$ cat src/sv/tpt_pkg.sv
// Shared types, codes and command/status structs for the timer slot table.
package tpt_pkg;

	localparam int SLOT_COUNT_DEF = 8;
	localparam int MAX_FIRE       = 8;
	localparam int FIRE_CNT_W     = $clog2(MAX_FIRE + 1);
	localparam int MS_W           = 32;

	typedef logic [1:0]      func_t;
	typedef logic [7:0]      act_id_t;
	typedef logic [MS_W-1:0] ms_t;

	localparam func_t FUNC_ONESHOT  = 2'd0;
	localparam func_t FUNC_PERIODIC = 2'd1;
	localparam func_t FUNC_CANCEL   = 2'd2;
	localparam func_t FUNC_TICK     = 2'd3;

	localparam logic RES_ACK   = 1'b0;
	localparam logic RES_FIRED = 1'b1;

	typedef struct packed {
		act_id_t action;
		logic    periodic;
		ms_t     interval;
		ms_t     start;
		ms_t     fired;
	} slot_t;

	typedef struct packed {
		logic in_ready;
		logic idx_inc;
		logic rd_en;
		logic wr_sched;
		logic wr_clear;
		logic wr_fire;
		logic div_start;
		logic emit_ack;
		logic ack_ok;
		logic emit_pend;
		logic pend_last;
	} cmd_t;

	typedef struct packed {
		logic  in_valid;
		func_t func;
		logic  id_zero;
		logic  rd_free;
		logic  rd_match;
		logic  rd_live;
		logic  rd_periodic;
		logic  oneshot_due;
		logic  div_done;
		logic  periodic_due;
		logic  idx_last;
		logic  out_free;
		logic  pend_valid;
		logic  cnt_last;
	} stat_t;

endpackage

$ cat src/sv/tpt_in_if.sv
// Request channel: function code, action id, interval and current time.
interface tpt_in_if;
	import tpt_pkg::*;

	logic    valid;
	logic    ready;
	func_t   func;
	act_id_t action_id;
	ms_t     interval_ms;
	ms_t     now_ms;

	modport source(output valid, func, action_id, interval_ms, now_ms, input ready);
	modport sink(input valid, func, action_id, interval_ms, now_ms, output ready);
endinterface

$ cat src/sv/tpt_out_if.sv
// Result channel: acknowledgements and fired action ids.
interface tpt_out_if;
	import tpt_pkg::*;

	logic    valid;
	logic    ready;
	logic    result_kind;
	act_id_t fired_id;
	logic    ok;
	logic    last;

	modport source(output valid, result_kind, fired_id, ok, last, input ready);
	modport sink(input valid, result_kind, fired_id, ok, last, output ready);
endinterface

$ cat src/sv/tpt_div.sv
// Restoring 32-bit unsigned divider, one quotient bit per cycle.
module tpt_div (
	input  logic         clk,
	input  logic         arst_n,
	input  logic         start,
	input  tpt_pkg::ms_t dividend,
	input  tpt_pkg::ms_t divisor,
	output logic         done,
	output tpt_pkg::ms_t quotient
);
	import tpt_pkg::*;

	localparam int STEP_W = $clog2(MS_W);

	ms_t             rem_q;
	ms_t             quo_q;
	ms_t             dvs_q;
	logic [STEP_W-1:0] step_q;
	logic            busy_q;
	logic            done_q;

	logic [MS_W:0] rem_sh;
	logic [MS_W:0] diff;
	logic          ge;
	ms_t           rem_next;

	always_comb begin
		rem_sh   = {rem_q, quo_q[MS_W-1]};
		diff     = rem_sh - {1'b0, dvs_q};
		ge       = ~diff[MS_W];
		rem_next = ge ? diff[MS_W-1:0] : rem_sh[MS_W-1:0];
	end

	always_ff @(posedge clk or negedge arst_n) begin
		if (!arst_n) begin
			busy_q <= 1'b0;
			done_q <= 1'b0;
		end else if (start) begin
			busy_q <= 1'b1;
			done_q <= 1'b0;
		end else if (busy_q) begin
			if (step_q == '0) begin
				busy_q <= 1'b0;
				done_q <= 1'b1;
			end
		end else begin
			done_q <= 1'b0;
		end
	end

	always_ff @(posedge clk) begin
		if (start) begin
			rem_q  <= '0;
			quo_q  <= dividend;
			dvs_q  <= divisor;
			step_q <= '1;
		end else if (busy_q) begin
			rem_q  <= rem_next;
			quo_q  <= {quo_q[MS_W-2:0], ge};
			step_q <= step_q - 1'b1;
		end
	end

	assign done     = done_q;
	assign quotient = quo_q;

endmodule

$ cat src/sv/tpt_datapath.sv
// Slot memory, valid bits, request and read registers, divider and result register.
module tpt_datapath #(
	parameter int SLOT_COUNT = tpt_pkg::SLOT_COUNT_DEF
) (
	input  logic           clk,
	input  logic           arst_n,
	tpt_in_if.sink         req,
	tpt_out_if.source      rsp,
	input  tpt_pkg::cmd_t  cmd,
	output tpt_pkg::stat_t stat
);
	import tpt_pkg::*;

	localparam int IDX_W = (SLOT_COUNT > 1) ? $clog2(SLOT_COUNT) : 1;
	localparam logic [IDX_W-1:0] IDX_LAST = IDX_W'(SLOT_COUNT - 1);

	// request captured at the input transfer
	func_t   req_func_q;
	act_id_t req_id_q;
	ms_t     req_interval_q;
	ms_t     req_now_q;

	logic [IDX_W-1:0]      idx_q;
	slot_t                 mem [SLOT_COUNT];
	logic [SLOT_COUNT-1:0] valid_q;
	slot_t                 rd_entry_q;
	logic                  rd_valid_q;

	act_id_t               pend_id_q;
	logic                  pend_valid_q;
	logic [FIRE_CNT_W-1:0] fire_cnt_q;

	logic    out_valid_q;
	logic    out_kind_q;
	act_id_t out_id_q;
	logic    out_ok_q;
	logic    out_last_q;

	logic  accept;
	logic  mem_we;
	slot_t wr_entry;
	ms_t   elapsed;
	logic  div_done;
	ms_t   div_quo;
	logic  out_free;

	assign accept    = req.valid & cmd.in_ready;
	assign req.ready = cmd.in_ready;
	assign elapsed   = req_now_q - rd_entry_q.start;
	assign out_free  = ~out_valid_q | rsp.ready;

	tpt_div u_div (
		.clk      (clk),
		.arst_n   (arst_n),
		.start    (cmd.div_start),
		.dividend (elapsed),
		.divisor  (rd_entry_q.interval),
		.done     (div_done),
		.quotient (div_quo)
	);

	always_ff @(posedge clk) begin
		if (accept) begin
			req_func_q     <= req.func;
			req_id_q       <= req.action_id;
			req_interval_q <= req.interval_ms;
			req_now_q      <= req.now_ms;
		end
	end

	always_ff @(posedge clk or negedge arst_n) begin
		if (!arst_n) begin
			idx_q <= '0;
		end else if (accept) begin
			idx_q <= '0;
		end else if (cmd.idx_inc) begin
			idx_q <= idx_q + 1'b1;
		end
	end

	always_comb begin
		mem_we   = cmd.wr_sched | (cmd.wr_fire & rd_entry_q.periodic);
		wr_entry = rd_entry_q;
		if (cmd.wr_sched) begin
			wr_entry.action   = req_id_q;
			wr_entry.periodic = req_func_q[0];
			wr_entry.interval = req_interval_q;
			wr_entry.start    = req_now_q;
			wr_entry.fired    = '0;
		end else begin
			wr_entry.fired    = div_quo;
		end
	end

	always_ff @(posedge clk) begin
		if (mem_we) begin
			mem[idx_q] <= wr_entry;
		end
		if (cmd.rd_en) begin
			rd_entry_q <= mem[idx_q];
		end
	end

	// a freed slot keeps its old contents in memory: only the valid bit is cleared
	always_ff @(posedge clk or negedge arst_n) begin
		if (!arst_n) begin
			valid_q    <= '0;
			rd_valid_q <= 1'b0;
		end else begin
			if (cmd.wr_sched) begin
				valid_q[idx_q] <= 1'b1;
			end else if (cmd.wr_clear || (cmd.wr_fire && !rd_entry_q.periodic)) begin
				valid_q[idx_q] <= 1'b0;
			end
			if (cmd.rd_en) begin
				rd_valid_q <= valid_q[idx_q];
			end
		end
	end

	always_ff @(posedge clk or negedge arst_n) begin
		if (!arst_n) begin
			pend_valid_q <= 1'b0;
			fire_cnt_q   <= '0;
		end else if (accept) begin
			pend_valid_q <= 1'b0;
			fire_cnt_q   <= '0;
		end else if (cmd.wr_fire) begin
			pend_valid_q <= 1'b1;
			fire_cnt_q   <= fire_cnt_q + 1'b1;
		end else if (cmd.emit_pend && cmd.pend_last) begin
			pend_valid_q <= 1'b0;
		end
	end

	always_ff @(posedge clk) begin
		if (cmd.wr_fire) begin
			pend_id_q <= rd_entry_q.action;
		end
	end

	always_ff @(posedge clk or negedge arst_n) begin
		if (!arst_n) begin
			out_valid_q <= 1'b0;
		end else if (cmd.emit_ack || cmd.emit_pend) begin
			out_valid_q <= 1'b1;
		end else if (rsp.ready) begin
			out_valid_q <= 1'b0;
		end
	end

	always_ff @(posedge clk) begin
		if (cmd.emit_ack) begin
			out_kind_q <= RES_ACK;
			out_id_q   <= '0;
			out_ok_q   <= cmd.ack_ok;
			out_last_q <= 1'b1;
		end else if (cmd.emit_pend) begin
			out_kind_q <= RES_FIRED;
			out_id_q   <= pend_id_q;
			out_ok_q   <= 1'b1;
			out_last_q <= cmd.pend_last;
		end
	end

	assign rsp.valid       = out_valid_q;
	assign rsp.result_kind = out_kind_q;
	assign rsp.fired_id    = out_id_q;
	assign rsp.ok          = out_ok_q;
	assign rsp.last        = out_last_q;

	always_comb begin
		stat.in_valid     = req.valid;
		stat.func         = req_func_q;
		stat.id_zero      = (req_id_q == '0);
		stat.rd_free      = ~rd_valid_q;
		stat.rd_match     = rd_valid_q & (rd_entry_q.action == req_id_q);
		stat.rd_live      = rd_valid_q & (rd_entry_q.interval != '0);
		stat.rd_periodic  = rd_entry_q.periodic;
		stat.oneshot_due  = (elapsed >= rd_entry_q.interval);
		stat.div_done     = div_done;
		stat.periodic_due = (div_quo > rd_entry_q.fired);
		stat.idx_last     = (idx_q == IDX_LAST);
		stat.out_free     = out_free;
		stat.pend_valid   = pend_valid_q;
		stat.cnt_last     = (fire_cnt_q == FIRE_CNT_W'(MAX_FIRE - 1));
	end

	a_emit_room: assert property (@(posedge clk) disable iff (!arst_n)
		(cmd.emit_ack || cmd.emit_pend) |-> (!out_valid_q || rsp.ready))
		else $error("result loaded while output register still full");

	a_fire_cap: assert property (@(posedge clk) disable iff (!arst_n)
		fire_cnt_q <= FIRE_CNT_W'(MAX_FIRE))
		else $error("fire count above cap");

	a_sched_id: assert property (@(posedge clk) disable iff (!arst_n)
		cmd.wr_sched |-> (req_id_q != '0))
		else $error("slot scheduled with id zero");

	a_fire_live: assert property (@(posedge clk) disable iff (!arst_n)
		cmd.wr_fire |-> (rd_valid_q && rd_entry_q.interval != '0))
		else $error("fired a free or zero-interval slot");

endmodule

$ cat src/sv/tpt_ctrl.sv
// Sequencer: slot scan for schedule, cancel and tick, divider wait, result emission.
module tpt_ctrl (
	input  logic           clk,
	input  logic           arst_n,
	input  tpt_pkg::stat_t stat,
	output tpt_pkg::cmd_t  cmd
);
	import tpt_pkg::*;

	localparam logic [3:0] S_IDLE   = 4'd0;
	localparam logic [3:0] S_READ   = 4'd1;
	localparam logic [3:0] S_CHECK  = 4'd2;
	localparam logic [3:0] S_DIV    = 4'd3;
	localparam logic [3:0] S_FIRE   = 4'd4;
	localparam logic [3:0] S_NEXT   = 4'd5;
	localparam logic [3:0] S_FLUSH  = 4'd6;
	localparam logic [3:0] S_ACK_OK = 4'd7;
	localparam logic [3:0] S_ACK_NO = 4'd8;

	logic [3:0] state_q;
	logic [3:0] state_d;

	always_ff @(posedge clk or negedge arst_n) begin
		if (!arst_n) begin
			state_q <= S_IDLE;
		end else begin
			state_q <= state_d;
		end
	end

	always_comb begin
		cmd     = '0;
		state_d = state_q;
		unique case (state_q)
			S_IDLE: begin
				cmd.in_ready = 1'b1;
				if (stat.in_valid) begin
					state_d = S_READ;
				end
			end
			S_READ: begin
				cmd.rd_en = 1'b1;
				state_d   = S_CHECK;
			end
			S_CHECK: begin
				unique case (stat.func) inside
					FUNC_ONESHOT, FUNC_PERIODIC: begin
						if (stat.id_zero) begin
							state_d = S_ACK_NO;
						end else if (stat.rd_free || stat.rd_match) begin
							cmd.wr_sched = 1'b1;
							state_d      = S_ACK_OK;
						end else if (stat.idx_last) begin
							state_d = S_ACK_NO;
						end else begin
							cmd.idx_inc = 1'b1;
							state_d     = S_READ;
						end
					end
					FUNC_CANCEL: begin
						if (stat.id_zero) begin
							state_d = S_ACK_NO;
						end else if (stat.rd_match) begin
							cmd.wr_clear = 1'b1;
							state_d      = S_ACK_OK;
						end else if (stat.idx_last) begin
							state_d = S_ACK_NO;
						end else begin
							cmd.idx_inc = 1'b1;
							state_d     = S_READ;
						end
					end
					default: begin
						if (!stat.rd_live) begin
							state_d = S_NEXT;
						end else if (stat.rd_periodic) begin
							cmd.div_start = 1'b1;
							state_d       = S_DIV;
						end else if (stat.oneshot_due) begin
							state_d = S_FIRE;
						end else begin
							state_d = S_NEXT;
						end
					end
				endcase
			end
			S_DIV: begin
				if (stat.div_done) begin
					state_d = stat.periodic_due ? S_FIRE : S_NEXT;
				end
			end
			S_FIRE: begin
				// the previous firing goes out now; this one waits for a successor or the end
				if (!stat.pend_valid || stat.out_free) begin
					cmd.wr_fire   = 1'b1;
					cmd.emit_pend = stat.pend_valid;
					state_d       = stat.cnt_last ? S_FLUSH : S_NEXT;
				end
			end
			S_NEXT: begin
				if (stat.idx_last) begin
					state_d = S_FLUSH;
				end else begin
					cmd.idx_inc = 1'b1;
					state_d     = S_READ;
				end
			end
			S_FLUSH: begin
				if (!stat.pend_valid) begin
					state_d = S_IDLE;
				end else if (stat.out_free) begin
					cmd.emit_pend = 1'b1;
					cmd.pend_last = 1'b1;
					state_d       = S_IDLE;
				end
			end
			S_ACK_OK: begin
				if (stat.out_free) begin
					cmd.emit_ack = 1'b1;
					cmd.ack_ok   = 1'b1;
					state_d      = S_IDLE;
				end
			end
			S_ACK_NO: begin
				if (stat.out_free) begin
					cmd.emit_ack = 1'b1;
					state_d      = S_IDLE;
				end
			end
			default: begin
				state_d = S_IDLE;
			end
		endcase
	end

endmodule

$ cat src/sv/one_shot_periodic_timer_table_core.sv
// Timer slot table top level: one-shot and periodic timers, scanned per request.
//
//  channel | dir | payload                                   | transfer
//  req     | in  | func, action_id, interval_ms, now_ms      | valid & ready
//  rsp     | out | result_kind, fired_id, ok, last           | valid & ready
//
// One request at a time. Schedule/cancel: each slot examined takes a read and a check step,
// then the ack follows. Tick: read, check and next steps per slot, plus a wait in the bit-serial
// divider for each live periodic slot and a fire step for each firing.
// Reset clears all slot valid bits at once; no clearing pass is needed.
// A full result register holds the scan at the next emission until rsp takes it.
module one_shot_periodic_timer_table_core #(
	parameter int SLOT_COUNT = tpt_pkg::SLOT_COUNT_DEF
) (
	input logic       clk,
	input logic       arst_n,
	tpt_in_if.sink    req,
	tpt_out_if.source rsp
);
	import tpt_pkg::*;

	cmd_t  cmd;
	stat_t stat;

	tpt_ctrl u_ctrl (
		.clk    (clk),
		.arst_n (arst_n),
		.stat   (stat),
		.cmd    (cmd)
	);

	tpt_datapath #(
		.SLOT_COUNT (SLOT_COUNT)
	) u_datapath (
		.clk    (clk),
		.arst_n (arst_n),
		.req    (req),
		.rsp    (rsp),
		.cmd    (cmd),
		.stat   (stat)
	);

endmodule

$ cat src/flat_wrapper.sv
// flat-port wrapper written by rule: the top's interface ports become plain ports
module one_shot_periodic_timer_table_core_flat import tpt_pkg::*;
#(
	parameter int SLOT_COUNT = tpt_pkg::SLOT_COUNT_DEF
)
  (clk, arst_n, req_valid, req_func, req_action_id, req_interval_ms, req_now_ms, req_ready, rsp_valid, rsp_result_kind, rsp_fired_id, rsp_ok, rsp_last, rsp_ready);
  tpt_in_if req_i ();
  tpt_out_if rsp_i ();
  input logic clk;
  input logic arst_n;
  input wire logic [$bits(req_i.valid)-1:0] req_valid;
  input wire logic [$bits(req_i.func)-1:0] req_func;
  input wire logic [$bits(req_i.action_id)-1:0] req_action_id;
  input wire logic [$bits(req_i.interval_ms)-1:0] req_interval_ms;
  input wire logic [$bits(req_i.now_ms)-1:0] req_now_ms;
  output wire logic [$bits(req_i.ready)-1:0] req_ready;
  output wire logic [$bits(rsp_i.valid)-1:0] rsp_valid;
  output wire logic [$bits(rsp_i.result_kind)-1:0] rsp_result_kind;
  output wire logic [$bits(rsp_i.fired_id)-1:0] rsp_fired_id;
  output wire logic [$bits(rsp_i.ok)-1:0] rsp_ok;
  output wire logic [$bits(rsp_i.last)-1:0] rsp_last;
  input wire logic [$bits(rsp_i.ready)-1:0] rsp_ready;
  assign req_i.valid = req_valid;
  assign req_i.func = req_func;
  assign req_i.action_id = req_action_id;
  assign req_i.interval_ms = req_interval_ms;
  assign req_i.now_ms = req_now_ms;
  assign req_ready = req_i.ready;
  assign rsp_valid = rsp_i.valid;
  assign rsp_result_kind = rsp_i.result_kind;
  assign rsp_fired_id = rsp_i.fired_id;
  assign rsp_ok = rsp_i.ok;
  assign rsp_last = rsp_i.last;
  assign rsp_i.ready = rsp_ready;
  one_shot_periodic_timer_table_core #(.SLOT_COUNT(SLOT_COUNT)) u_core (.clk(clk), .arst_n(arst_n), .req(req_i), .rsp(rsp_i));
endmodule
$ cat config.mk
export PLATFORM = sky130hd
export DESIGN_NAME = one_shot_periodic_timer_table_core_flat
export DESIGN_NICKNAME = d
export VERILOG_FILES = /design/src/sv/tpt_pkg.sv /design/src/sv/tpt_in_if.sv /design/src/sv/tpt_out_if.sv /design/src/sv/tpt_div.sv /design/src/sv/tpt_datapath.sv /design/src/sv/tpt_ctrl.sv /design/src/sv/one_shot_periodic_timer_table_core.sv /design/src/flat_wrapper.sv
export SDC_FILE = /design/constraint.sdc
export NUM_CORES = 1
export LEC_CHECK = 0
export BUFFER_PORTS_ARGS = -buffer_cell sky130_fd_sc_hd__buf_4
export CAP_MARGIN = 40
export CORE_AREA = 2 2 296 298
export CTS_CLUSTER_DIAMETER = 80
export DETAILED_ROUTE_END_ITERATION = 16
export DIE_AREA = 0 0 298 300
export PLACE_DENSITY = 0.68
export SYNTH_ARGS = -nofsm -noshare
export SYNTH_HDL_FRONTEND = slang
export SYNTH_HIERARCHICAL = 1
export SYNTH_SLANG_ARGS = --single-unit
$ cat constraint.sdc
create_clock -name clk -period 15.8 [get_ports clk]
set_input_delay 1.58 -clock clk [delete_from_list [all_inputs] [get_ports clk]]
set_output_delay 1.58 -clock clk [all_outputs]
set_load 0.02 [all_outputs]
==> results.ini, run 1 <==
[outcome]
status=complete, no violations

[cts]
cts_tree=yes
clock_path_buffers=3
clkLatencyLatePin_ns=0.70
hold_buffers=0
cts_htree_levels=3
cts.sinks=1163
cts-root-buf=clkbuf_16
post_cts_buffers=0
numCtsBuffers=113
cts_resized=0
clkSlewWorstSetupHoldPaths_ns=0.06

[global_route]
grt_overflow_total=0
grt_use_total=0.2587
grt_max_degree=177
grt_pass1_wl_um=174400
antenna_found_initial=2
grt_pass1_vias=27800

[worst_setup_path]
cp.arrival_ns=5.47
critical_path_class=reg2reg
reg2reg_depth=11
r2r_start=u_core/u_datapath/rd_entry_q[97]$_DFFE_PP_
cp_common_cell=buf_4
critPathSlowestCell=nor4_1
path_cells=xnor2_1 -> nand3_1 -> nor4_1 -> nor2_1 -> nor4_2 -> buf_12 -> a21oi_2 -> nor2b_4 -> buf_4 -> buf_16 -> buf_4
start_kind=flip-flop
startpoint=u_core/u_datapath/rd_entry_q[97]$_DFFE_PP_
required_ns=16.10
cp_max_fo=176
cp-end-kind=flip-flop
slowest_delay_ns=0.70

[yosys]
synth_edf_count=1092
yosys.area_share.simple=0.05970
synth_cell_types=94
synth_compound_area_frac=0.1225
synth_top_family_by_area=compound AO/OA/AOI/OAI gates
ys_dominant_reg_cell=edfxtp_1
synth_area_leaders=edfxtp_1 (70%), a22oi_1 (6.7%), ha_1 (3.5%)
syn_avg_cell_area_um2=15.33
yosys_warnings=6
ys_ff_latch=1163
yosysTopAreaCell=edfxtp_1
yosysTopAreaCellShare=0.6950
synthCells=3077
seq_area_frac_synth=0.7277
syn_nets=3288
synth.area.mux_share=0.01435
synth-xor-area-share=0.01408
synthAdderAreaFrac=0.03559
synth-async-reset-ratio=0.02064
synth_area_um2=47180

[floorplanning]
fp.coreArea_um2=86210
rows=108
start_util=0.5472
fp.dieH_um=300
num_io_pins=91
dieArea_um2=89400
die_w_um=298

[placed_design]
dp_worst_setup_slack_ns=10.71
place_area_um2=49660
place_hpwl_um=68180
port_buffers=90
gp_routability_congestion=0.8574

[sta]
fin_crit_sh=0.3273
slew_headroom=0.3190
maxSlewViolCount=0
final.min_clock_period_ns=5.171
worst_slew_pin_slew_ns=1.011
fmax_mhz=193.4
rsz0062_at_grt=no
setup_viol=0
fin_skew_ns=0.03058
hold_viol=0
tns_ns=0
fin_ws_ns=10.63

[cells_and_area]
fin_area_um2=53290
layout-drive-gt1-share=0.1306
num-fill-cells=6301
nets=3398
final_util=0.6181
area_delta_synth_final_pct=12.96

[power_and_ir_drop]
power.internal_mw=6.830
ir_drop_mv=0.1618
pwr-share-comb=0.311
p_seq_frac=0.435
p_leak_nw=18.17
switching_share=0.3397
switching_power_mw=3.514
p_per_area_nw_per_um2=194.1
power_frac_clock=0.254

[drt]
wire_per_inst_um=26.30
drtPass1Iterations=5
drtIter0Drc=2809
drcViolationCount=0
vias_per_cell=6.305
drt_wl_total_um=116800
ant_nets=0
route.vias.total=28000

[run]
maxCapViolCount=0

[hold_path]
whs_path_depth=2
hp-start=u_core/u_datapath/rsp.result_kind$_SDFFE_PP0P_
hold_path_class=reg2reg

## power groups by stage
| stage | registers (mW) | logic [mW] | clock network [mW] |
|---|---|---|---|
| finish | 4.50 | 3.21 | 2.63 |
| global route | 4.54 | 3.52 | 2.78 |
| CTS | 4.50 | 3.18 | 2.67 |
| detailed placement | 4.55 | 3.17 | 0 |
| global placement | 4.54 | 2.99 | 0 |
| floorplan | 4.48 | 2.15 | 0 |
## cells in the mapped netlist, types with 6 or more instances
library cell	n
nand3_1	23
nand4_1	132
a21o_1	53
nor3_1	13
nand2_1	152
xnor2_1	44
a22oi_1	422
nand2b_1	22
a22o_1	10
a211oi_1	13
a31oi_1	12
dfrtp_1	24
o21bai_1	12
a21oi_1	71
nor4_1	15
mux2_2	43
o31ai_1	6
xor2_1	30
ha_1	131
buf_1	15
o311ai_0	9
nor2b_1	51
edfxtp_1	1092
o21a_1	15
o21ai_1	6
clkbuf_1	127
nor3b_1	7
o21ai_0	100
mux2i_1	17
nor2_1	82
buf_2	8
dfxtp_1	47
a32oi_1	8
inv_1	149
a311oi_2	10
buf_4	11
## worst max-delay path: cells and delay by family (launching register included)
| kind | cells | cell delay [ns] |
|---|---|---|
| AOI/OAI and AO/OA | 1 | 0.20 |
| xor gates and xnor gates | 1 | 0.19 |
| DFF | 1 | 0.43 |
| and+or+nand+nor | 5 | 1.89 |
| buffers and inverters | 4 | 1.95 |
## layout make-up
class / count / area (µm²) / share of cell area
antenna: 1 / 2.502 / 0.00004696
clock buffer: 138 / 2985 / 0.05602
clock inverter: 75 / 648.1 / 0.01216
inverter: 149 / 559.3 / 0.01049
multi-input combinational: 1602 / 11750 / 0.2205
sequential: 1163 / 34330 / 0.6443
tap: 1155 / 1445 / 0.02712
timing repair buffer: 158 / 1567 / 0.02940
## through the flow
step / std cells / hold slack (ns) / total power [mW]
floorplan: 3077 / 0.4504 / 6.630
detailed placement: 4227 / 0.4557 / 7.721
finish: 4441 / 0.4737 / 10.34
global placement: 4203 / 0.4502 / 7.537
CTS: 4440 / 0.4729 / 10.35
global route: 4440 / 0.4990 / 10.84
## cell families (layout without fill, tap and decap cells)
kind of cell             count (synthesis)  count (layout)
AND/OR/NAND/NOR                        538             538
multiplexers                            61              61
flip-flops                            1163            1163
XOR/XNOR                                75              75
buffers and inverters                  312             520
AO/OA/AOI/OAI                          795             795
adder cells (fa/ha/maj)                133             133
other                                    0               1
## sequential cells by signal, summed over array words and instances, names as in the netlist, named ones only
name,count
u_core/u_datapath/u_div/done,1
u_core/u_datapath/pend_valid_q,1
u_core/u_datapath/mem,840
u_core/u_datapath/u_div/rem_q,32
u_core/u_datapath/rsp.ok,1
u_core/u_datapath/rsp.valid,1
u_core/u_datapath/u_div/busy_q,1
u_core/u_datapath/req_now_q,32
u_core/u_datapath/u_div/step_q,5
u_core/u_datapath/rsp.result_kind,1
u_core/u_datapath/rd_entry_q,104
u_core/u_datapath/rsp.last,1
u_core/u_datapath/u_div/dvs_q,32
u_core/u_datapath/rd_valid_q,1
u_core/u_datapath/stat,1
u_core/u_datapath/rsp.fired_id,8
u_core/u_datapath/req_interval_q,32
u_core/u_ctrl/state_q,4
u_core/u_datapath/req_id_q,8
u_core/u_datapath/idx_q,3
u_core/u_datapath/pend_id_q,8
u_core/u_datapath/req_func_q,2
u_core/u_datapath/u_div/quotient,32
u_core/u_datapath/fire_cnt_q,4
## cell usage in the layout (no fill, tap or decap), types with 7 or more instances in the layout
cell | synthesis | final
a211oi_1 | 13 | 13
a21o_1 | 53 | 53
a21oi_1 | 71 | 70
a22o_1 | 10 | 10
a22oi_1 | 422 | 422
a311oi_2 | 10 | 10
a31oi_1 | 12 | 12
a32oi_1 | 8 | 8
buf_16 | 0 | 15
buf_4 | 11 | 133
bufinv_16 | 0 | 9
clkbuf_1 | 127 | 22
clkbuf_16 | 0 | 116
clkinv_1 | 0 | 27
clkinv_2 | 0 | 25
clkinvlp_4 | 0 | 7
dfrtp_1 | 24 | 24
dfxtp_1 | 47 | 47
edfxtp_1 | 1092 | 1092
ha_1 | 131 | 131
inv_1 | 149 | 148
mux2_2 | 43 | 43
mux2i_1 | 17 | 17
nand2_1 | 152 | 152
nand2b_1 | 22 | 22
nand3_1 | 23 | 23
nand4_1 | 132 | 132
nor2_1 | 82 | 80
nor2b_1 | 51 | 43
nor2b_4 | 0 | 7
nor3_1 | 13 | 9
nor4_1 | 15 | 14
o21a_1 | 15 | 15
o21ai_0 | 100 | 100
o21bai_1 | 12 | 12
o311ai_0 | 9 | 9
xnor2_1 | 44 | 44
xor2_1 | 30 | 30
## worst paths after layout
kind | end | slack [ns]
worst max-delay path | u_core/u_datapath/mem[7][54]$_DFFE_PP_ | 10.63
worst min-delay path | u_core/u_datapath/rsp.result_kind$_SDFFE_PP0P_ | 0.47
worst max register to register | u_core/u_datapath/mem[7][54]$_DFFE_PP_ | 10.63
worst min register to register | u_core/u_datapath/rsp.result_kind$_SDFFE_PP0P_ | 0.47
max in group asynchronous | u_core/u_datapath/fire_cnt_q[2]$_DFFE_PN0P_ | 14.74
min in group asynchronous | u_core/u_ctrl/state_q[1]$_DFFE_PN0P_ | 0.81
## routing by layer
metal | vias to the layer above | GRT usage | share of wire
met5 | - | 0 | 0.00011
met1 | 14150 | 0.3666 | 0.42
met2 | 1267 | 0.4183 | 0.47
li1 | 12390 | - | -
met3 | 191 | 0.03873 | 0.082
met4 | 2 | 0.08052 | 0.028
Power figures use the tool's default switching activity.
==> run 2, diff against run 1 <==
--- a/config.mk
+++ b/config.mk
@@ -11,7 +11,7 @@
 export CTS_CLUSTER_DIAMETER = 80
 export DETAILED_ROUTE_END_ITERATION = 16
 export DIE_AREA = 0 0 298 300
-export PLACE_DENSITY = 0.68
+export PLACE_DENSITY = 0.71
 export SYNTH_ARGS = -nofsm -noshare
 export SYNTH_HDL_FRONTEND = slang
 export SYNTH_HIERARCHICAL = 1
==> constraint.sdc (replaced) <==
create_clock -name clk -period 4.33 [get_ports clk]
set_input_delay 0.433 -clock clk [delete_from_list [all_inputs] [get_ports clk]]
set_output_delay 0.433 -clock clk [all_outputs]
set_load 0.02 [all_outputs]
==> run 2 against run 1 <==
Worst hold slack lost 0.27 ns. Clock power grew to 3.5 times the previous value. Combinational power grew to 3.8 times the previous value. Final cell count is 1.8% higher. First-iteration DRC count increased by 9.5%. Fmax is 20% higher.
==> results.ini, run 2 (same netlist as run 1, synthesis figures left out) <==
[outcome]
status=complete, no violations

[cells_and_area]
insertedDiodeCount=0
layout-drive-gt1-share=0.1351
layout_common_cells=edfxtp_1 (1092), a22oi_1 (422), nand2_1 (152)
top_regs=u_core/u_datapath/mem (840), u_core/u_datapath/rd_entry_q (104)
final_util=0.6283
largest_reg_flops=840
largest-register=u_core/u_datapath/mem
nets=3487
area_delta_synth_final_pct=14.82
final_common_cell=edfxtp_1

[worst_setup_path]
critical_path_class=reg2reg
cp_max_fo=3
cp.arrival_ns=4.89
required_ns=4.93
cp-end-kind=flip-flop
start_kind=flip-flop

[floorplanning]
fp.coreArea_um2=86210
dieArea_um2=89400
rows=108
fp.dieH_um=300
num_io_pins=91
die_w_um=298
start_util=0.5472

[global_route]
grt_pass1_vias=28690
grt_pass1_wl_um=176100
antenna_found_initial=1
grt_overflow_total=0
grt_use_total=0.2612
grt_max_degree=109

[sta]
fin_skew_ns=0.02806
fmax_mhz=232.9
hold_viol=0
final.min_clock_period_ns=4.294
fin_crit_sh=0.9917
slew_headroom=0.2411
maxSlewViolCount=0
setup_viol=0
worst_slew_pin_slew_ns=1.126
rsz0062_at_grt=yes

[run]
maxCapViolCount=0

[power_and_ir_drop]
p_total_mw=38.05
pwr-share-comb=0.324
power_frac_clock=0.244
ir_drop_mv=0.6944
p_leak_nw=18.49
switching_power_mw=12.95
switching_share=0.3402
p_seq_frac=0.432
p_per_area_nw_per_um2=702.5
power.internal_mw=25.11

[cts]
clkSlewWorstSetupHoldPaths_ns=0.07
cts_htree_levels=3
numCtsBuffers=112
cts.sinks=1163
cts-root-buf=clkbuf_16
clock_path_buffers=3
cts_tree=yes
clkLatencyLatePin_ns=0.68

[drt]
route.vias.total=28680
vias_per_cell=6.341
ant_nets=0
drtIter0Drc=3077
wire_per_inst_um=26.14
drcViolationCount=0
drt_wl_total_um=118200
drtPass1Iterations=6

[hold_path]
hold_path_class=in2reg

[placed_design]
gp_routability_congestion=0.8966
port_buffers=90
place_hpwl_um=65300

-- run 2: worst max-delay path, stage by stage, from the launching register on --
cell and delay (ns):
edfxtp_1 0.40, ha_2 0.36, o21a_1 0.20, o31ai_4 0.11, a21oi_2 0.22, nor2_1 0.11
o311ai_1 0.27, buf_4 0.18, xor2_1 0.21, ha_1 0.29, a21o_1 0.19, a21o_1 0.17
a21oi_1 0.14, nor2_1 0.07, a211oi_2 0.18, o31ai_2 0.13, a21o_2 0.31, nand4_1 0.12
o21bai_1 0.06, or3_1 0.32, a31oi_1 0.17
-- run 2: final cells by class --
type | instances | area, µm²
Multi-Input combinational cell | 1602 | 11930
Tap cell | 1155 | 1445
Timing Repair Buffer | 248 | 2407
Sequential cell | 1163 | 34330
Fill cell | 6149 | 32040
Inverter | 149 | 559.3
Clock buffer | 137 | 2982
Clock inverter | 68 | 516.7
-- run 2: power by group through the flow --
stage	logic [mW]	registers [mW]	clock network, mW
after floorplan	7.93	16.2	0
after global placement	11.4	16.6	0
after detailed placement	11.8	16.6	0
after CTS	12.0	16.4	9.41
after global routing	13.4	16.5	9.88
final	12.3	16.4	9.30
-- run 2: repair_timing --
action	4_1_cts	5_1_grt
pin swaps	3	9
setup endpoints to repair	1	1
resized for setup	9	14
endpoints found under the hold margin	98	0
buffers inserted	1	3
hold buffers	75	0
-- run 2: worst paths after layout --
kind,startpoint,to,slack [ns],cells past startpoint
setup / recovery,u_core/u_datapath/req_now_q[2]$_DFFE_PP_,u_core/u_ctrl/state_q[0]$_DFFE_PN0P_,0.04,20
hold / removal,req_valid,u_core/u_ctrl/state_q[2]$_DFFE_PN0P_,0.20,3
setup reg to reg,u_core/u_datapath/req_now_q[2]$_DFFE_PP_,u_core/u_ctrl/state_q[0]$_DFFE_PN0P_,0.04,20
hold reg to reg,u_core/u_datapath/rsp.result_kind$_SDFFE_PP0P_,u_core/u_datapath/rsp.result_kind$_SDFFE_PP0P_,0.48,2
max in group asynchronous,arst_n,async pin,3.86,2
min in group asynchronous,arst_n,u_core/u_datapath/pend_valid_q$_DFFE_PN0P_,0.21,2
-- run 2: per-stage QoR --
| step | TNS [ns] | cells | instance area [µm²] | worst slack [ns] | hold slack [ns] |
|---|---|---|---|---|---|
| finish | 0 | 4522 | 54170 | 0.03590 | 0.2002 |
| global route | -0.1553 | 4522 | 54170 | -0.1553 | 0.1831 |
| CTS | 0 | 4518 | 54060 | 0.02507 | 0.1683 |
| detailed placement | -0.1550 | 4237 | 49770 | -0.1550 | 0.3610 |
| global placement | -0.03087 | 4235 | 49760 | -0.03087 | 0.3515 |
| floorplan | -62.02 | 3077 | 47370 | -0.3371 | 0.1374 |
-- run 2: metal layers --
metal	wire (µm)	part of all wire	up-vias	global-route usage
met5	0	0	-	0
met4	3456	0.029	0	0.08112
met3	9718	0.082	231	0.03620
met2	56970	0.48	1461	0.4332
met1	48050	0.41	14440	0.3623
li1	-	-	12540	-
